File: config.mk
export PLATFORM = sky130hd
export DESIGN_NAME = utf8_script_profiler_top
export DESIGN_NICKNAME = d
export VERILOG_FILES = /design/src/sv/utf8sp_pkg.sv /design/src/sv/utf8sp_decoder.sv /design/src/sv/utf8sp_classify.sv /design/src/sv/utf8sp_tally.sv /design/src/sv/utf8_script_profiler_top.sv
export SDC_FILE = /design/constraint.sdc
export NUM_CORES = 1
export LEC_CHECK = 0
export BUFFER_PORTS_ARGS = -buffer_cell sky130_fd_sc_hd__buf_2
export CAP_MARGIN = 20
export CORE_ASPECT_RATIO = 0.5
export CORE_MARGIN = 2
export CORE_UTILIZATION = 53
export CTS_CLUSTER_SIZE = 10
export DETAILED_ROUTE_END_ITERATION = 16
export PLACE_DENSITY = 0.78
export SLEW_MARGIN = 40
export SYNTH_ARGS = -nofsm -noshare
export SYNTH_HDL_FRONTEND = slang
export SYNTH_SLANG_ARGS = --single-unit
File: constraint.sdc
create_clock -name clk -period 6.8 [get_ports clk]
set_clock_uncertainty 0.15 [all_clocks]
set_input_delay 1.02 -clock clk [delete_from_list [all_inputs] [get_ports clk]]
set_output_delay 1.02 -clock clk [all_outputs]
set_load 0.005 [all_outputs]
File: src/sv/utf8sp_pkg.sv
package utf8sp_pkg;

  // Code points decoded here never exceed 21 bits.
  localparam int CP_W = 21;
  // One item yields at most three code points (an unfinished sequence replayed at end of text).
  localparam int NSLOT = 3;
  localparam int NCNT = 6;
  localparam int OUT_W = 32;
  localparam int COUNT_WIDTH_DEF = 32;
  // Widest per-item increment is NSLOT, which fits in two bits.
  localparam int INC_W = 2;

  localparam int CNT_CHAR  = 0;
  localparam int CNT_WORD  = 1;
  localparam int CNT_CJK   = 2;
  localparam int CNT_ARHE  = 3;
  localparam int CNT_CYR   = 4;
  localparam int CNT_OTHER = 5;

  typedef logic [CP_W-1:0] cp_t;

  typedef struct packed {
    logic space;
    logic cjk;
    logic arhe;
    logic cyr;
    logic other;
  } class_t;

  typedef struct packed {
    logic go;
    logic clear;
    logic eot;
  } step_ctl_t;

endpackage

File: src/sv/utf8sp_decoder.sv
module utf8sp_decoder
  import utf8sp_pkg::*;
(
  input  logic             clk,
  input  logic             rst_n,
  input  step_ctl_t        ctl,
  input  logic [7:0]       data_byte,
  output cp_t              cp [NSLOT],
  output logic [NSLOT-1:0] cp_valid
);

  logic [7:0] pend_r [3];
  logic [1:0] fill_r, fill_nxt;
  logic [2:0] seq_r, seq_nxt;

  logic [7:0] buf0, buf1, buf2, buf3;
  logic [2:0] need, n;
  logic       complete, fire;
  cp_t        full_cp;

  function automatic logic [2:0] lead_len(input logic [7:0] c);
    logic [2:0] len;
    if (c[7] == 1'b0) begin
      len = 3'd1;
    end else if (c[7:5] == 3'b110) begin
      len = 3'd2;
    end else if (c[7:4] == 4'b1110) begin
      len = 3'd3;
    end else if (c[7:3] == 5'b11110) begin
      len = 3'd4;
    end else begin
      len = 3'd1;
    end
    return len;
  endfunction

  always_comb begin
    buf0 = (fill_r > 2'd0) ? pend_r[0] : data_byte;
    buf1 = (fill_r > 2'd1) ? pend_r[1] : data_byte;
    buf2 = (fill_r > 2'd2) ? pend_r[2] : data_byte;
    buf3 = data_byte;
    n    = {1'b0, fill_r} + 3'd1;
    need = (fill_r == 2'd0) ? lead_len(data_byte) : seq_r;
    complete = (n >= need);
    fire     = complete || ctl.eot;

    case (need)
      3'd2:    full_cp = CP_W'({buf0[4:0], buf1[5:0]});
      3'd3:    full_cp = CP_W'({buf0[3:0], buf1[5:0], buf2[5:0]});
      3'd4:    full_cp = CP_W'({buf0[2:0], buf1[5:0], buf2[5:0], buf3[5:0]});
      default: full_cp = CP_W'(buf0);
    endcase

    cp[1] = CP_W'(buf1);
    cp[2] = CP_W'(buf2);
    if (complete) begin
      cp[0]    = full_cp;
      cp_valid = 3'b001;
    end else begin
      // Unfinished sequence at end of text: the lead stands alone and the
      // rest is decoded afresh; only a two-byte lead can still complete.
      cp[0] = CP_W'(buf0);
      case (n)
        3'd2: cp_valid = 3'b011;
        3'd3: begin
          if (lead_len(buf1) == 3'd2) begin
            cp[1]    = CP_W'({buf1[4:0], buf2[5:0]});
            cp_valid = 3'b011;
          end else begin
            cp_valid = 3'b111;
          end
        end
        default: cp_valid = 3'b001;
      endcase
      if (!ctl.eot) begin
        cp_valid = 3'b000;
      end
    end
  end

  always_comb begin
    fill_nxt = fill_r;
    seq_nxt  = seq_r;
    if (ctl.go) begin
      if (ctl.clear || fire) begin
        fill_nxt = 2'd0;
        seq_nxt  = 3'd0;
      end else begin
        fill_nxt = n[1:0];
        seq_nxt  = need;
      end
    end
  end

  always_ff @(posedge clk) begin
    if (!rst_n) begin
      fill_r <= 2'd0;
      seq_r  <= 3'd0;
    end else begin
      fill_r <= fill_nxt;
      seq_r  <= seq_nxt;
    end
  end

  always_ff @(posedge clk) begin
    if (ctl.go && !ctl.clear && !fire) begin
      case (fill_r)
        2'd0:    pend_r[0] <= data_byte;
        2'd1:    pend_r[1] <= data_byte;
        2'd2:    pend_r[2] <= data_byte;
        default: pend_r[2] <= data_byte;
      endcase
    end
  end

endmodule

File: src/sv/utf8sp_classify.sv
module utf8sp_classify
  import utf8sp_pkg::*;
(
  input  cp_t    cp,
  output class_t cls
);

  logic cjk, arhe, cyr, other;

  always_comb begin
    cjk  = (cp >= 21'h04E00 && cp <= 21'h09FFF) || (cp >= 21'h03040 && cp <= 21'h030FF) ||
           (cp >= 21'h0AC00 && cp <= 21'h0D7AF) || (cp >= 21'h03400 && cp <= 21'h04DBF) ||
           (cp >= 21'h20000 && cp <= 21'h2A6DF);
    arhe = (cp >= 21'h00600 && cp <= 21'h006FF) || (cp >= 21'h00590 && cp <= 21'h005FF) ||
           (cp >= 21'h0FB1D && cp <= 21'h0FDFF);
    cyr  = (cp >= 21'h00400 && cp <= 21'h0052F);
    other = (cp >= 21'h00080 && cp <= 21'h0024F) || (cp >= 21'h00900 && cp <= 21'h0097F) ||
            (cp >= 21'h00E00 && cp <= 21'h00E7F);

    cls.space = (cp == 21'h20) || (cp == 21'h09) || (cp == 21'h0A) || (cp == 21'h0D);
    cls.cjk   = cjk;
    cls.arhe  = !cjk && arhe;
    cls.cyr   = !cjk && !arhe && cyr;
    cls.other = !cjk && !arhe && !cyr && other;
  end

endmodule

File: src/sv/utf8sp_tally.sv
module utf8sp_tally
  import utf8sp_pkg::*;
#(
  parameter int COUNT_WIDTH = COUNT_WIDTH_DEF
) (
  input  logic                   clk,
  input  logic                   rst_n,
  input  step_ctl_t              ctl,
  input  logic [NSLOT-1:0]       cp_valid,
  input  class_t [NSLOT-1:0]     cls,
  output logic [COUNT_WIDTH-1:0] count [NCNT]
);

  logic [COUNT_WIDTH-1:0] cnt_r [NCNT];
  logic [COUNT_WIDTH-1:0] cnt_nxt [NCNT];
  logic [INC_W-1:0]       inc [NCNT];
  logic [COUNT_WIDTH:0]   sum [NCNT];
  logic                   iw_r, iw_nxt;
  logic                   iw;

  // Word starts depend on the running inside-word flag, so walk the slots in order.
  always_comb begin
    for (int k = 0; k < NCNT; k++) begin
      inc[k] = '0;
    end
    iw = iw_r;
    for (int s = 0; s < NSLOT; s++) begin
      if (cp_valid[s]) begin
        inc[CNT_CHAR]  = inc[CNT_CHAR] + INC_W'(1);
        inc[CNT_CJK]   = inc[CNT_CJK] + INC_W'(cls[s].cjk);
        inc[CNT_ARHE]  = inc[CNT_ARHE] + INC_W'(cls[s].arhe);
        inc[CNT_CYR]   = inc[CNT_CYR] + INC_W'(cls[s].cyr);
        inc[CNT_OTHER] = inc[CNT_OTHER] + INC_W'(cls[s].other);
        if (!cls[s].space && !iw) begin
          inc[CNT_WORD] = inc[CNT_WORD] + INC_W'(1);
          iw = 1'b1;
        end else if (cls[s].space) begin
          iw = 1'b0;
        end
      end
    end
    if (ctl.eot) begin
      iw = 1'b0;
    end

    iw_nxt = iw_r;
    if (ctl.go) begin
      iw_nxt = ctl.clear ? 1'b0 : iw;
    end

    for (int k = 0; k < NCNT; k++) begin
      // Increments are small, so one carry out of the top bit means saturate.
      sum[k] = {1'b0, cnt_r[k]} + (COUNT_WIDTH + 1)'(inc[k]);
      cnt_nxt[k] = cnt_r[k];
      if (ctl.go) begin
        if (ctl.clear) begin
          cnt_nxt[k] = '0;
        end else if (sum[k][COUNT_WIDTH]) begin
          cnt_nxt[k] = '1;
        end else begin
          cnt_nxt[k] = sum[k][COUNT_WIDTH-1:0];
        end
      end
    end
  end

  always_ff @(posedge clk) begin
    if (!rst_n) begin
      iw_r <= 1'b0;
      for (int k = 0; k < NCNT; k++) begin
        cnt_r[k] <= '0;
      end
    end else begin
      iw_r <= iw_nxt;
      for (int k = 0; k < NCNT; k++) begin
        cnt_r[k] <= cnt_nxt[k];
      end
    end
  end

  assign count = cnt_r;

endmodule

File: src/sv/utf8_script_profiler_top.sv
// Channel   Handshake              Payload
// in_       in_valid / in_stall    in_command, in_data_byte, in_end_of_text
// out_      out_valid / out_stall  six 32-bit counter values after the item
//
// One item per cycle sustained while out_stall is low; each result appears on
// the output after its item passes the input register, then decode and counter update.
// The counter registers serve as the result register: they only advance when
// the output slot is free or is being taken in the same cycle.
// Reset is synchronous and active low and clears counters and decode state.
// An output stall holds the result and backs up into in_stall one item later.
module utf8_script_profiler_top
  import utf8sp_pkg::*;
#(
  parameter int COUNT_WIDTH = COUNT_WIDTH_DEF
) (
  input  logic             clk,
  input  logic             rst_n,
  input  logic             in_valid,
  output logic             in_stall,
  input  logic             in_command,
  input  logic [7:0]       in_data_byte,
  input  logic             in_end_of_text,
  output logic             out_valid,
  input  logic             out_stall,
  output logic [OUT_W-1:0] out_char_count,
  output logic [OUT_W-1:0] out_word_count,
  output logic [OUT_W-1:0] out_cjk_count,
  output logic [OUT_W-1:0] out_arabic_hebrew_count,
  output logic [OUT_W-1:0] out_cyrillic_count,
  output logic [OUT_W-1:0] out_other_multibyte_count
);

  logic       s1_valid_r, s1_valid_nxt;
  logic       s1_command_r;
  logic [7:0] s1_byte_r;
  logic       s1_eot_r;
  logic       out_valid_r, out_valid_nxt;
  logic       go;

  step_ctl_t              ctl;
  cp_t                    cp [NSLOT];
  logic [NSLOT-1:0]       cp_valid;
  class_t [NSLOT-1:0]     cls;
  logic [COUNT_WIDTH-1:0] count [NCNT];
  logic [COUNT_WIDTH+OUT_W-1:0] count_ext [NCNT];

  assign go       = s1_valid_r && (!out_valid_r || !out_stall);
  assign in_stall = s1_valid_r && !go;

  always_comb begin
    s1_valid_nxt = in_stall ? s1_valid_r : in_valid;
    if (go) begin
      out_valid_nxt = 1'b1;
    end else if (!out_stall) begin
      out_valid_nxt = 1'b0;
    end else begin
      out_valid_nxt = out_valid_r;
    end
  end

  always_ff @(posedge clk) begin
    if (!rst_n) begin
      s1_valid_r  <= 1'b0;
      out_valid_r <= 1'b0;
    end else begin
      s1_valid_r  <= s1_valid_nxt;
      out_valid_r <= out_valid_nxt;
    end
  end

  always_ff @(posedge clk) begin
    if (!in_stall) begin
      s1_command_r <= in_command;
      s1_byte_r    <= in_data_byte;
      s1_eot_r     <= in_end_of_text;
    end
  end

  assign ctl.go    = go;
  assign ctl.clear = s1_command_r;
  assign ctl.eot   = s1_eot_r;

  utf8sp_decoder u_decoder (
    .clk       (clk),
    .rst_n     (rst_n),
    .ctl       (ctl),
    .data_byte (s1_byte_r),
    .cp        (cp),
    .cp_valid  (cp_valid)
  );

  for (genvar s = 0; s < NSLOT; s++) begin : g_cls
    utf8sp_classify u_classify (
      .cp  (cp[s]),
      .cls (cls[s])
    );
  end

  utf8sp_tally #(
    .COUNT_WIDTH (COUNT_WIDTH)
  ) u_tally (
    .clk      (clk),
    .rst_n    (rst_n),
    .ctl      (ctl),
    .cp_valid (cp_valid),
    .cls      (cls),
    .count    (count)
  );

  // Zero-extend so narrow counters also fill the 32-bit result fields.
  always_comb begin
    for (int k = 0; k < NCNT; k++) begin
      count_ext[k] = {{OUT_W{1'b0}}, count[k]};
    end
  end

  assign out_valid                 = out_valid_r;
  assign out_char_count            = count_ext[CNT_CHAR][OUT_W-1:0];
  assign out_word_count            = count_ext[CNT_WORD][OUT_W-1:0];
  assign out_cjk_count             = count_ext[CNT_CJK][OUT_W-1:0];
  assign out_arabic_hebrew_count   = count_ext[CNT_ARHE][OUT_W-1:0];
  assign out_cyrillic_count        = count_ext[CNT_CYR][OUT_W-1:0];
  assign out_other_multibyte_count = count_ext[CNT_OTHER][OUT_W-1:0];

endmodule
==> metrics.yaml, run 1 <==
global_routing:
  busiest_layer: "met2"
  grt_start_max_net_pins: 201
  grt_antenna_before_repair: 0
  use_met2_pct: 49.4
  grtUsageMet3_pct: 5.28
  track_usage_pct: 31.3
  gr-total-overflow: 0
  met1_usage_pct: 43.8
  grt_pass1_vias: 14013
  grt_pass1_wl_mm: 75.1
yosys:
  synth_seq_cells: 234
  synth_flop_cell: "dfxtp_1"
  yosys.cell_types.count: 94
  syn-num-nets: 1929
  seq_area_frac_synth_pct: 34.3
  synthArstFlopShare_pct: 0
  syn-cell-area_um2: 14600
  yosysWarnings: 0
  synth_edf_count: 34
  avgSynthCellArea_um2: 7.77
  synthCells: 1884
critical_path:
  crit_fanout: 6
  path_class: "register to register"
  reg2reg_depth: 37
  r2r-start: "u_decoder.fill_r[1]"
  timing.rr.end: "u_tally.count[23]"
  cp-start-kind: "register"
  required_ps: 7120
  critPathArrivalTime_ps: 6990
  cp_slowest_cell: "nor4_4"
  setup.worst_path.end_class: "register"
  cp_slowest_stage_delay_ps: 420
  rrSetupSlack_ps: 130
drt:
  viasPerCell: 6.59
  via_count: 16326
  drt-initial-drc-count: 1855
  routed_wl_mm: 48.4
  drt_pre_antenna_iters: 7
  drcViolationCount: 0
  wire_per_inst_um: 19.5
  antenna_left: 0
finish:
  regArea_um2: 5030
  area_delta_synth_final_pct: 20.8
  num-fill-cells: 2276
  mostFrequentLayoutCell: "nor2_1"
  final_layout_size_suffix_gt1_share_pct: 25.6
  final_cell_mix: "275 x nor2_1, 209 x buf_2, 198 x dfxtp_1, 189 x a21oi_1, 134 x a31oi_1"
  final_util_pct: 66.0
  final_cell_area_um2: 17700
  multiInputGateArea_um2: 9240
  nNetsFinal: 2162
  final_cells: 2477
  diodes: 0
status:
  status: "complete, no violations"
placement:
  post-place-cells: 2418
  place_hpwl_mm: 31.7
  placed_area_um2: 16500
  gp_congestion: 1.01
  portBuffers: 207
power_and_ir_drop:
  peakVddDrop_v: 0.000182
  leakage_nw: 7.03
  p_per_area_nw_per_um2: 175
timing:
  setup_viol: 0
  hold-worst-slack_ps: 361
  slew_headroom_pct: 35.8
  worst_slew_pin_slew_ps: 963
  slew_violations: 0
  min_period_ps: 6670
  final_hold_viol_count: 0
  fin_crit_sh_pct: 98.0
  max_freq_ghz: 0.150
worst_hold_path:
  hold_end: "u_tally.count[101]"
  hold-path-cell-count: 2
  hp-class: "register to register"
  hp-start: "u_tally.count[101]"
cts:
  cts_max_path_buffers: 3
  htree_levels: 1
  clock_latency_ps: 560
  path_clk_slew_ps: 60
  root_buffer: "clkbuf_16"
  cts_made_buffers: 27
  cts_sinks: 234
  tritoncts: "yes"
  cts_hold_buf: 0
floorplan:
  dieArea_um2: 29000
  num_rows: 42
  die_w_um: 239
  initial_utilization_pct: 54.6
  ioPinCount: 208
  core_um2: 26800
  die_h_um: 122
run:
  maxCapViolations: 0
-- synthesized netlist by cell type, types with 4 or more instances --
master / number / area (um2)
edfxtp_1: 34 / 1020
nand3_1: 92 / 460
fa_1: 5 / 100
a31oi_1: 134 / 838
o21ai_1: 4 / 20.0
nand2_1: 112 / 420
buf_1: 15 / 56.3
nor4_1: 11 / 68.8
ha_1: 26 / 325
inv_1: 32 / 120
o22a_1: 4 / 35.0
a21oi_1: 193 / 966
mux2i_1: 21 / 210
clkbuf_1: 95 / 357
a41oi_1: 18 / 158
a211oi_1: 18 / 135
a22oi_1: 7 / 52.6
a41o_1: 6 / 60.1
or2_2: 9 / 56.3
nand4_1: 26 / 163
dfxtp_1: 200 / 4000
nor2b_1: 6 / 37.5
a31o_2: 4 / 35.0
or4_1: 6 / 45.0
mux2_2: 17 / 191
o221ai_1: 4 / 35.0
and3_1: 49 / 307
nand2b_1: 12 / 75.1
and2_1: 14 / 87.6
buf_6: 4 / 45.0
buf_2: 19 / 95.1
o21a_1: 11 / 82.6
nor3b_1: 5 / 37.5
o21ai_0: 72 / 360
o221a_2: 66 / 743
nor3_1: 117 / 586
or3_1: 9 / 56.3
o22ai_1: 30 / 188
a21o_1: 7 / 52.6
and4_1: 8 / 70.1
o31ai_1: 8 / 60.1
nor2_1: 280 / 1050
-- per-layer routing --
layer	routed length, um	up-vias
met4	1870	0
met5	0	-
met1	20700	7687
li1	-	7629
met3	4040	145
met2	21800	865
-- worst max-delay path: cells and delay by family, from the launching register on --
family	cells	cell delay [ps]
multiplexers	1	250
flip-flops	1	320
AND/OR/NAND/NOR	14	2360
buffers and inverters	6	660
AO/OA/AOI/OAI	10	1380
adder cells (fa/ha/maj)	6	1400
-- sequential cells by signal (all words and copies together), names as in the netlist --
name / flops
s1_command_r: 1
s1_eot_r: 1
s1_valid_r: 1
u_decoder.fill_r: 2
u_tally.iw_r: 1
u_tally.count: 192
u_decoder.seq_r: 3
s1_byte_r: 8
u_decoder.pend_r: 24
out_valid: 1
-- cell type report --
cell class | count | share of cell area (%)
Clock buffer | 36 | 4.13
Clock inverter | 1 | 0.113
Inverter | 33 | 0.715
Multi-Input combinational cell | 1482 | 52.3
Sequential cell | 234 | 28.4
Tap cell | 352 | 2.49
Timing Repair Buffer | 339 | 11.8
-- power by group --
part           switching (W)  internal [W]
Combinational       0.000240      0.000120
Clock               0.000571      0.000738
Sequential        0.00000798       0.00141
-- repair_timing --
| action | 4_1_cts | 5_1_grt |
|---|---|---|
| hold endpoints to repair | 0 | 0 |
| buffers inserted | 0 | 19 |
| gates resized for setup | 1 | 71 |
| pin swaps | 0 | 29 |
| gates cloned | 0 | 3 |
| setup endpoints to repair | 14 | 162 |
-- cells by family after synthesis --
group / Yosys count / synth area share [%]
flip-flops: 234 / 34.3
buffers and inverters: 169 / 4.78
AND/OR/NAND/NOR: 771 / 25.1
AO/OA/AOI/OAI: 635 / 29.8
XOR/XNOR: 4 / 0.239
adder cells (fa/ha/maj): 33 / 3.04
multiplexers: 38 / 2.74
-- how the worst max path moves through the flow --
| stage | depth (start not counted) | from | slack [ps] | end |
|---|---|---|---|---|
| 2_1_floorplan | 36 | u_decoder.fill_r[0] | 20 | u_tally.count[29] |
| 3_3_place_gp | 35 | u_decoder.fill_r[0] | -60 | u_tally.count[17] |
| 3_5_place_dp | 35 | u_decoder.fill_r[0] | -170 | u_tally.count[17] |
| 4_1_cts | 29 | u_decoder.fill_r[0] | 40 | u_tally.count[33] |
| 5_1_grt | 37 | u_decoder.fill_r[1] | -230 | u_tally.count[23] |
| 6_report | 37 | u_decoder.fill_r[1] | 130 | u_tally.count[23] |
-- through the flow --
step	power, W	TNS [ps]	setup slack, ps
2_1_floorplan	0.00167	0	18.0
3_3_place_gp	0.00178	-130	-60.8
3_5_place_dp	0.00178	-1310	-170
4_1_cts	0.00307	0	41.8
5_1_grt	0.00319	-1770	-234
6_report	0.00309	0	134
No activity file was read; power rests on OpenSTA's default activity.
==> run 2: changes to the inputs <==
BUFFER_PORTS_ARGS = not set   (was -buffer_cell sky130_fd_sc_hd__buf_2)
CORE_UTILIZATION = 59   (was 53)
DONT_BUFFER_PORTS = 1   (was not set)
==> metrics.yaml, run 2 (synthesized netlist as in run 1, its figures left out) <==
critical_path:
  worst_path_most_repeated_cell: "buf_4"
  critPathArrivalTime_ps: 7000
  path_class: "register to register"
  cp-start-kind: "register"
  rrSetupSlack_ps: 100
  path_delay_family: "simple AND/OR/NAND/NOR gates"
  cp_slowest_cell: "dfxtp_2"
  required_ps: 7100
  setup.worst_path.end_class: "register"
  cp_slowest_stage_delay_ps: 330
  crit_fanout: 8
  worst-path-buf-inv: 10
finish:
  final_cell_mix: "270 x nor2_1, 198 x dfxtp_1, 192 x a21oi_1, 184 x buf_4, 134 x a31oi_1"
  diodes: 0
  mostFrequentLayoutCell: "nor2_1"
  final_layout_size_suffix_gt1_share_pct: 20.6
  final_cell_area_um2: 17100
  area_delta_synth_final_pct: 17.0
  largest_reg_flops: 192
  nNetsFinal: 2016
  num-fill-cells: 1883
  final_util_pct: 70.9
cts:
  cts_sinks: 234
  tritoncts: "yes"
  clock_latency_ps: 550
  path_clk_slew_ps: 60
  root_buffer: "clkbuf_16"
  cts_max_path_buffers: 3
  htree_levels: 1
  cts_made_buffers: 27
  cts_hold_buf: 0
floorplan:
  dieArea_um2: 26200
  die_w_um: 227
  ioPinCount: 208
  initial_utilization_pct: 60.5
  die_h_um: 115
  num_rows: 40
  core_um2: 24200
timing:
  fin_crit_sh_pct: 98.5
  worst_slack_ps: 104
  setup_viol: 0
  slew_violations: 0
  worst_slew_pin_slew_ps: 857
  slew_headroom_pct: 42.9
  max_freq_ghz: 0.149
  hold-worst-slack_ps: 365
  min_period_ps: 6700
  final_hold_viol_count: 0
worst_hold_path:
  hp-class: "register to register"
drt:
  via_count: 16344
  drt-initial-drc-count: 2048
  wire_per_inst_um: 22.7
  viasPerCell: 7.07
  drcViolationCount: 0
  drt_pre_antenna_iters: 6
  routed_wl_mm: 52.5
  antenna_left: 0
placement:
  dp_slack_ps: -277
  portBuffers: 0
  placed_area_um2: 15900
  gp_congestion: 0.995
  place_hpwl_mm: 36.0
global_routing:
  grt_pass1_wl_mm: 79.2
  track_usage_pct: 37.8
  grt_pass1_vias: 14502
  grt_start_max_net_pins: 185
  gr-total-overflow: 0
  grt_antenna_before_repair: 0
power_and_ir_drop:
  leakage_nw: 6.17
  peakVddDrop_v: 0.000153
  p_per_area_nw_per_um2: 183
status:
  status: "complete, no violations"
run:
  maxCapViolations: 0
==> run 2: stage by stage <==
stage / total power [W] / instances / setup TNS [ps]
after floorplan: 0.00167 / 1884 / 0
after global placement: 0.00179 / 2261 / -288
after detailed placement: 0.00179 / 2261 / -2840
after CTS: 0.00310 / 2296 / 0
after global routing: 0.00321 / 2313 / -1720
final: 0.00313 / 2313 / 0
==> run 2: routing by layer <==
metal / vias to the layer above / global-route usage, % / routed length (um)
met5: - / 0 / 0
met4: 0 / 13.0 / 2010
met3: 164 / 7.39 / 5000
met2: 1012 / 62.0 / 24200
met1: 7830 / 50.2 / 21400
li1: 7338 / - / -
==> run 2: cell type report <==
type / count / area [um2] / area share [%]
flip-flops and latches: 234 / 5030 / 29.3
clock inverters: 2 / 50.0 / 0.292
multi-input cells: 1481 / 9250 / 54.0
well taps: 336 / 420 / 2.45
inverters: 33 / 126 / 0.738
clock buffers: 33 / 708 / 4.13
repair buffers: 194 / 1540 / 9.01
==> run 2: path summary, 6_finish.rpt <==
| path | depth (start not counted) | from | to |
|---|---|---|---|
| setup / recovery | 39 | u_decoder.fill_r[1] | u_tally.count[4] |
| hold / removal | 2 | u_tally.iw_r | u_tally.iw_r |
| hold reg to reg | 2 | u_tally.iw_r | u_tally.iw_r |
| setup reg to reg | 39 | u_decoder.fill_r[1] | u_tally.count[4] |
==> run 2: what timing repair did <==
item                       CTS  global route
cloned                       0             2
setup buffers                0            15
pin swaps                    1            22
gates resized for setup      1            73
setup endpoints to repair   22           139
==> run 2: tightest hold or removal path: cells and delay by family, from the launching register on <==
family / cells / cell delay (ps)
DFF: 1 / 350
and+or+nand+nor: 1 / 70
AOI/OAI and AO/OA: 1 / 50
==> run 2: where the power goes <==
part | switching [W] | internal (W) | total (W)
sequential | 0.0000101 | 0.00141 | 0.00142
combinational | 0.000243 | 0.000137 | 0.000380
clock | 0.000572 | 0.000762 | 0.00133
total | 0.000825 | 0.00231 | 0.00313
